$ cat src/hdl/sit_back.sv
// ----------------------------------------------------------------------------
// sit_back
// Signs the quotients, runs the box test and holds the result beat.
// ----------------------------------------------------------------------------
module sit_back #(
   parameter int W = 24
) (
   input  logic                 clock,
   input  logic                 reset,
   input  logic                 in_valid,
   output logic                 in_ready,
   input  logic [1:0][W:0]      q,
   input  logic [1:0]           neg,
   input  logic [1:0]           ovf,
   input  logic [4*(W+1):0]     side,
   output logic                 out_valid,
   input  logic                 out_ready,
   output logic                 hit,
   output logic signed [W-1:0]  cross_x,
   output logic signed [W-1:0]  cross_y
);

   localparam int BW = 4*(W+1);

   logic v1_ff, v2_ff;
   logic rdy1, rdy2;

   logic signed [W+1:0] xs_ff, ys_ff;
   logic [1:0]          ovf1_ff;
   logic [BW:0]         side1_ff;

   logic                ok;
   logic signed [W:0]   xlo, xhi, ylo, yhi;
   logic                hit_in;
   logic signed [W+1:0] max_v, min_v;
   logic signed [W-1:0] cx_in, cy_in;

   logic                hit_ff;
   logic signed [W-1:0] cx_ff, cy_ff;

   assign rdy2     = !v2_ff || out_ready;
   assign rdy1     = !v1_ff || rdy2;
   assign in_ready = rdy1;

   assign ok    = side1_ff[BW];
   assign xlo   = side1_ff[4*(W+1)-1 -: W+1];
   assign xhi   = side1_ff[3*(W+1)-1 -: W+1];
   assign ylo   = side1_ff[2*(W+1)-1 -: W+1];
   assign yhi   = side1_ff[W:0];
   assign max_v = {3'b000, {(W-1){1'b1}}};
   assign min_v = {3'b111, {(W-1){1'b0}}};

   always_comb begin
      hit_in = ok && !ovf1_ff[0] && !ovf1_ff[1]
               && xs_ff >= xlo && xs_ff <= xhi && ys_ff >= ylo && ys_ff <= yhi;
      if (xs_ff > max_v) begin
         cx_in = max_v[W-1:0];
      end else if (xs_ff < min_v) begin
         cx_in = min_v[W-1:0];
      end else begin
         cx_in = xs_ff[W-1:0];
      end
      if (ys_ff > max_v) begin
         cy_in = max_v[W-1:0];
      end else if (ys_ff < min_v) begin
         cy_in = min_v[W-1:0];
      end else begin
         cy_in = ys_ff[W-1:0];
      end
   end

   always_ff @(posedge clock) begin
      if (reset) begin
         v1_ff <= 1'b0;
         v2_ff <= 1'b0;
      end else begin
         if (rdy1) v1_ff <= in_valid;
         if (rdy2) v2_ff <= v1_ff;
      end
   end

   always_ff @(posedge clock) begin
      if (rdy1) begin
         xs_ff    <= neg[0] ? -$signed({1'b0, q[0]}) : $signed({1'b0, q[0]});
         ys_ff    <= neg[1] ? -$signed({1'b0, q[1]}) : $signed({1'b0, q[1]});
         ovf1_ff  <= ovf;
         side1_ff <= side;
      end
      if (rdy2) begin
         hit_ff <= hit_in;
         cx_ff  <= hit_in ? cx_in : '0;
         cy_ff  <= hit_in ? cy_in : '0;
      end
   end

   assign out_valid = v2_ff;
   assign hit       = hit_ff;
   assign cross_x   = cx_ff;
   assign cross_y   = cy_ff;

endmodule

$ cat config.mk
export PLATFORM = sky130hd
export DESIGN_NAME = sit_back
export DESIGN_NICKNAME = d
export VERILOG_FILES = /design/src/hdl/sit_back.sv
export SDC_FILE = /design/constraint.sdc
export NUM_CORES = 1
export LEC_CHECK = 0
export BUFFER_PORTS_ARGS = -buffer_cell sky130_fd_sc_hd__buf_2
export CAP_MARGIN = 20
export CORE_MARGIN = 4
export CORE_UTILIZATION = 45
export DETAILED_ROUTE_END_ITERATION = 8
export PLACE_DENSITY = 0.74
export SLEW_MARGIN = 40
export SYNTH_ARGS = -nofsm -noshare
export SYNTH_HDL_FRONTEND = slang
export SYNTH_SLANG_ARGS = --single-unit
export TNS_END_PERCENT = 1
$ cat constraint.sdc
create_clock -name clock -period 5.28 [get_ports clock]
set_clock_uncertainty 0.2 [all_clocks]
set_input_delay 0.528 -clock clock [delete_from_list [all_inputs] [get_ports clock]]
set_output_delay 0.528 -clock clock [all_outputs]
set_load 0.1 [all_outputs]
==> metrics, run 1 <==
Setup TNS=0 ps; pwr/cell area=310.8 mW/mm²; Slowest-stage cell, CP=o2111ai_4; CP Capture Type=flop; fillers=1,778; met2 GRT Util=36.19%; post-synthesis sequential area ratio=58.17%; worst path bufs/invs=1; largest family of logic cells by synthesized area=adder cells; Worst Path Required=5390 ps; Critical Path Source=xs_ff[25]; P_leak=6.011 nW; met1 Use GR=26.93%; Crit path max-delay family=simple AND/OR/NAND/NOR gates; Pre-antenna DRT Iters=8; post-CTS setup buffers=0; synth unique cells=56; CTS clk-pin slew, worst paths=60 ps; synthesis-to-finish area growth=29.67%; clock tree buffer depth=3; worst r2r dst=cross_x[15]; mux contribution to synthesized area=0%; Highest Clock Rate=264.5 MHz; CTS tree=yes; dpl cell area=0.01206 mm²; hpwl dp=19.67 mm; Async SR Flop Fraction=0%; via count=7,891; Yosys top cell by area=edfxtp_1; Nets=1,429; Synth Instances=850; period utilization=71.61%; worst setup path end=cross_x[15]; Die X=161.5 µm; simple-gate share of the synthesized area=12.46%; post-synth top area share=57.79%; Synth Area in Adders=12.51%; critical path fanouts, max=26; Post-Syn Area=0.01060 mm²; post-synthesis xor/xnor area fraction=3.883%; number of CTS-inserted buffers=24; most frequent cells after synthesis=204 x edfxtp_1, 113 x inv_1, 106 x ha_1, 67 x nor2_1, 46 x xnor2_1; Post-DRT Antenna Nets=0; Crit Path Category=reg2reg; Hold WS=18.03 ps; all-layer global routing usage=21.07%; CP dominant cell by count=and4_1; Int Power=3.086 mW; CTS Sinks=206; # port buffers=209; GR Util met3=3.700%; Psw=1.186 mW; cts repair resizes=0; Worst-Margin Slew=804.5 ps; DRC violations left=0; RePlAce Congestion=0.8891; DR vias/cell=5.271; RR Startpoint=xs_ff[25]; Core ar.=0.02292 mm²; Design Area, Final=0.01375 mm²; final setup vio count=0; H-Tree Level Count=1; Period minus WS final=3781 ps; Reg2Reg Setup Slack=1500 ps; number of global-route vias before repair=8,219; synthesis warning total=0; most crowded layer after global routing=met2; Critical Path AT=3890 ps; layout cell share with drive strength beyond 1=24.32%; Critical Path, Cell by Cell=ha_1 > and4_1 > nand4_2 > a311o_1 > and4_1 > o311ai_1 > o2111ai_4 > buf_4 > nor4_2; row count=55; sw frac=27.77%; max_slew headroom=46.37%; CP max stage delay=480 ps; I/O Pins=210; Post-synth EDFFs=204; Sequential Power Share=46.4%; clk_lat worst skew=520 ps; WL final=27.87 mm; Max Cap Viol=0; synthesized net count=1,115; Hold Path Class=in2reg; Area contributors post-synth=edfxtp_1 58%, ha_1 13%, inv_1 4.0%; number of synthesized register bits=206; initial core utilization=46.26%; clock network power share=36.0%; cell depth of the worst setup path=9; clk root buf=clkbuf_16; initial DRC count=827; most frequent cell after synthesis=edfxtp_1; unrepaired setup endpoints after global routing=false; hold buffers post-CTS=95; largest net degree at the start of global routing=83; Gate power share=17.6%; Compound-Gate Fraction of Synth Area=7.873%; Die H=161.5 µm; worst vdd ir=258.8 µV; Most used DFF post-synth=edfxtp_1; antenna violations before repair=4; DR WL/cell=18.62 µm; R2R depth=9; die area=0.02608 mm²; final hold vios=0; critical path startpoint category=flop; grt total ovfl=0; status=completed; average cell area after synthesis=12.47 µm²; first-pass GRT wire length=43.37 mm; max-slew violation count=0
-- per-layer routing --
layer	share of wire, %	vias to the layer above	wire length [µm]
li1	-	3788	-
met1	41	3726	11350
met2	49	310	13590
met3	6.7	67	1879
met4	3.7	0	1043
met5	0	-	0
-- final cells by class --
cell class	count	area [µm²]	area share [%]
diodes	4	10.01	0.07282
clock buffers	29	619.3	4.506
clock inverters	13	106.4	0.7737
inverters	113	426.7	3.104
multi-input cells	507	3954	28.76
flip-flops and latches	206	6166	44.86
well taps	313	391.6	2.849
repair buffers	312	2072	15.07
-- worst min-delay path by stage --
| stage | endpoint | start | slack, ps | cells after the start |
|---|---|---|---|---|
| 3_5_place_dp | out_valid | v1_ff | 380 | 2 |
| 4_1_cts | side1_ff[53] | side[53] | 3 | 1 |
| 6_report | side1_ff[50] | side[50] | 20 | 1 |
| 5_1_grt | side1_ff[51] | side[51] | 4 | 1 |
| 3_3_place_gp | out_valid | v1_ff | 350 | 2 |
| 2_1_floorplan | out_valid | v1_ff | 280 | 2 |
-- cell usage in the layout, fill, tap and decap left out, types with 5 or more instances in the layout --
cell,count
clkinv_2,5
inv_1,112
o21ai_0,31
edfxtp_1,204
buf_4,5
nand2b_1,6
ha_1,106
and4_1,9
dlygate4sd3_1,95
nand4_1,19
o31ai_1,12
or3_1,7
clkbuf_16,24
nand3_1,5
clkbuf_1,5
xnor2_1,46
nor2_1,67
a211oi_1,5
nor3_1,6
nand2_1,38
a21oi_1,37
buf_2,209
nor4_2,19
nor4_1,33
a21o_1,6
-- power groups by stage --
stage	clock network [mW]	registers (mW)	logic, mW
after detailed placement	0	2.02	0.687
after global routing	1.64	1.99	0.833
final	1.54	1.98	0.752
after CTS	1.56	1.98	0.749
after global placement	0	2.01	0.655
after floorplan	0	2.10	0.354
-- metrics by stage --
stage	std cells	setup slack [ps]	utilization [%]	power, mW
after floorplan	850	1155	-	2.457
after detailed placement	1356	1540	52.62	2.702
final	1497	1499	59.98	4.272
after global placement	1354	1504	52.45	2.665
after global routing	1497	1302	59.98	4.463
after CTS	1493	1514	59.94	4.292
-- cell families after synthesis --
group                      Yosys count
buffers and inverters              137
and+or+nand+nor                    227
AOI/OAI and AO/OA                  127
DFF                                206
adders and majority gates          106
xor gates and xnor gates            47
-- flip-flops by register name, indices dropped and copies added (netlist names) --
| name | cells |
|---|---|
| cross_x | 24 |
| cross_y | 24 |
| hit | 1 |
| out_valid | 1 |
| ovf1_ff | 2 |
| side1_ff | 101 |
| v1_ff | 1 |
| xs_ff | 26 |
| ys_ff | 26 |
(Power assumes the default switching activity.)
==> inputs of run 2 (changes only) <==
- PLACE_DENSITY: 0.74 -> 0.77
- clock period: 5.28 -> 3.4 ns (I/O delays scaled with it)
==> run 2 against run 1 <==
- fmax rose by 19%
- clock power rose by 64%
- via count rose by 4.6%
- power rose by 61%
- final cell count rose by 4.5%
- largest power group unchanged
==> metrics, run 2 (same netlist as run 1, synthesis figures left out) <==
# port buffers=209; WL final=29.71 mm; commonest cells after routing, fill and taps aside=209 x buf_2, 204 x edfxtp_1, 152 x dlygate4sd3_1; worst vdd ir=325.6 µV; P_leak=6.374 nW; H-Tree Level Count=1; Critical Path, Cell by Cell=ha_1 > a211oi_1 > nor2_1 > a2111oi_2 > o211ai_1 > xor2_1 > o221ai_4 > buf_4 > nor4_1; top sig layer=met4; CTS clk-pin slew, worst paths=60 ps; row count=55; Crit Path Category=reg2reg; clk_lat worst skew=530 ps; max_slew headroom=47.78%; DRC violations left=0; initial core utilization=46.26%; initial DRC count=662; critical path startpoint category=flop; Period minus WS final=3190 ps; all-layer global routing usage=22.61%; Slowest-stage cell, CP=edfxtp_1; Worst-Margin Slew=777.3 ps; Hold Path Class=in2reg; DR WL/cell=18.98 µm; CP max stage delay=460 ps; pre-CTS WS=-45.87 ps; number of CTS-inserted buffers=24; pwr/cell area=472.2 mW/mm²; Power, Total=6.866 mW; Post-DRT Antenna Nets=0; critical path fanouts, max=20; Die H=161.5 µm; antenna violations before repair=1; status=completed; Top Registers=side1_ff x101, xs_ff x26, ys_ff x26; CTS Sinks=206; Critical Path AT=3310 ps; CTS tree=yes; number of global-route vias before repair=8,526; Worst Path Required=3520 ps; clk root buf=clkbuf_16; largest net degree at the start of global routing=100; Highest Clock Rate=313.5 MHz; first-pass GRT wire length=46.50 mm; Nets=1,501; Biggest register=side1_ff; Die X=161.5 µm; hpwl dp=19.59 mm; Max Cap Viol=0; via count=8,255; post-route setup slack=210.2 ps; final hold vios=0; Reg2Reg Setup Slack=210 ps; routed wl met3=2.039 mm; max FFs per register=101; final core occ=63.45%; I/O Pins=210; unrepaired setup endpoints after global routing=true; final setup vio count=0; met2 WL post-DR=14.74 mm; Core ar.=0.02292 mm²; max-slew violation count=0; die area=0.02608 mm²; M1 wire length=11.92 mm; period utilization=93.82%; RePlAce Congestion=0.8581; grt total ovfl=0; DR vias/cell=5.275; fillers=1,633; commonest non-fill, non-tap cell in the layout=buf_2; Pre-antenna DRT Iters=5; layout cell share with drive strength beyond 1=24.46%; clock tree buffer depth=3; synthesis-to-finish area growth=37.16%; CP Capture Type=flop
[run 2: power by group]
group,switching [mW],leakage (nW),internal (mW)
Clock,1.02,0.375,1.52
Sequential,0.107,2.24,2.97
Combinational,0.750,3.76,0.505
Total,1.87,6.37,4.99
[run 2: final cells by class]
| cell class | instances | area, µm² | share of cell area, % |
|---|---|---|---|
| Clock buffer | 27 | 611.8 | 4.208 |
| Tap cell | 313 | 391.6 | 2.694 |
| Sequential cell | 206 | 6166 | 42.41 |
| Clock inverter | 14 | 157.7 | 1.084 |
| Multi-Input combinational cell | 507 | 3968 | 27.29 |
| Antenna cell | 1 | 2.502 | 0.01721 |
| Timing Repair Buffer | 384 | 2815 | 19.36 |
| Inverter | 113 | 426.7 | 2.935 |
[run 2: metrics by stage]
stage / area, µm² / std cells / TNS, ps / hold slack [ps]
final: 14540 / 1565 / 0 / 45.83
after global routing: 14540 / 1565 / -27.78 / 42.63
after CTS: 14520 / 1564 / 0 / 29.79
after detailed placement: 12180 / 1367 / -60.86 / 316.9
after global placement: 12180 / 1367 / 0 / 316.4
after floorplan: 10610 / 850 / 0 / 212.4
[run 2: what timing repair did]
| action | in CTS | in global routing |
|---|---|---|
| hold buffers | 152 | 0 |
| gates resized for setup | 1 | 4 |
| buffers inserted | 4 | 0 |
| pin swaps | 1 | 2 |
| hold endpoints to repair | 154 | 0 |
| endpoints found under the setup margin | 3 | 30 |
[run 2: per-layer routing]
layer / global-route usage, % / vias up
li1: - / 3929
met1: 29.00 / 3894
met2: 38.98 / 368
met3: 3.776 / 64
met4: 7.832 / 0
met5: 0 / -
[run 2: path summary, 6_finish.rpt]
| kind | cells after the start | start | endpoint |
|---|---|---|---|
| max | 9 | xs_ff[7] | cross_x[3] |
| min | 4 | out_ready | out_valid |
| max reg2reg | 9 | xs_ff[7] | cross_x[3] |
| min reg2reg | 2 | v1_ff | out_valid |
[run 2: critical path, delay by kind of cell (launching register included)]
kind / cells / cell delay (ps)
AO/OA/AOI/OAI: 4 / 1010
XOR/XNOR: 1 / 290
adder cells (fa/ha/maj): 1 / 350
buffers and inverters: 1 / 250
flip-flops: 1 / 460
AND/OR/NAND/NOR: 2 / 430
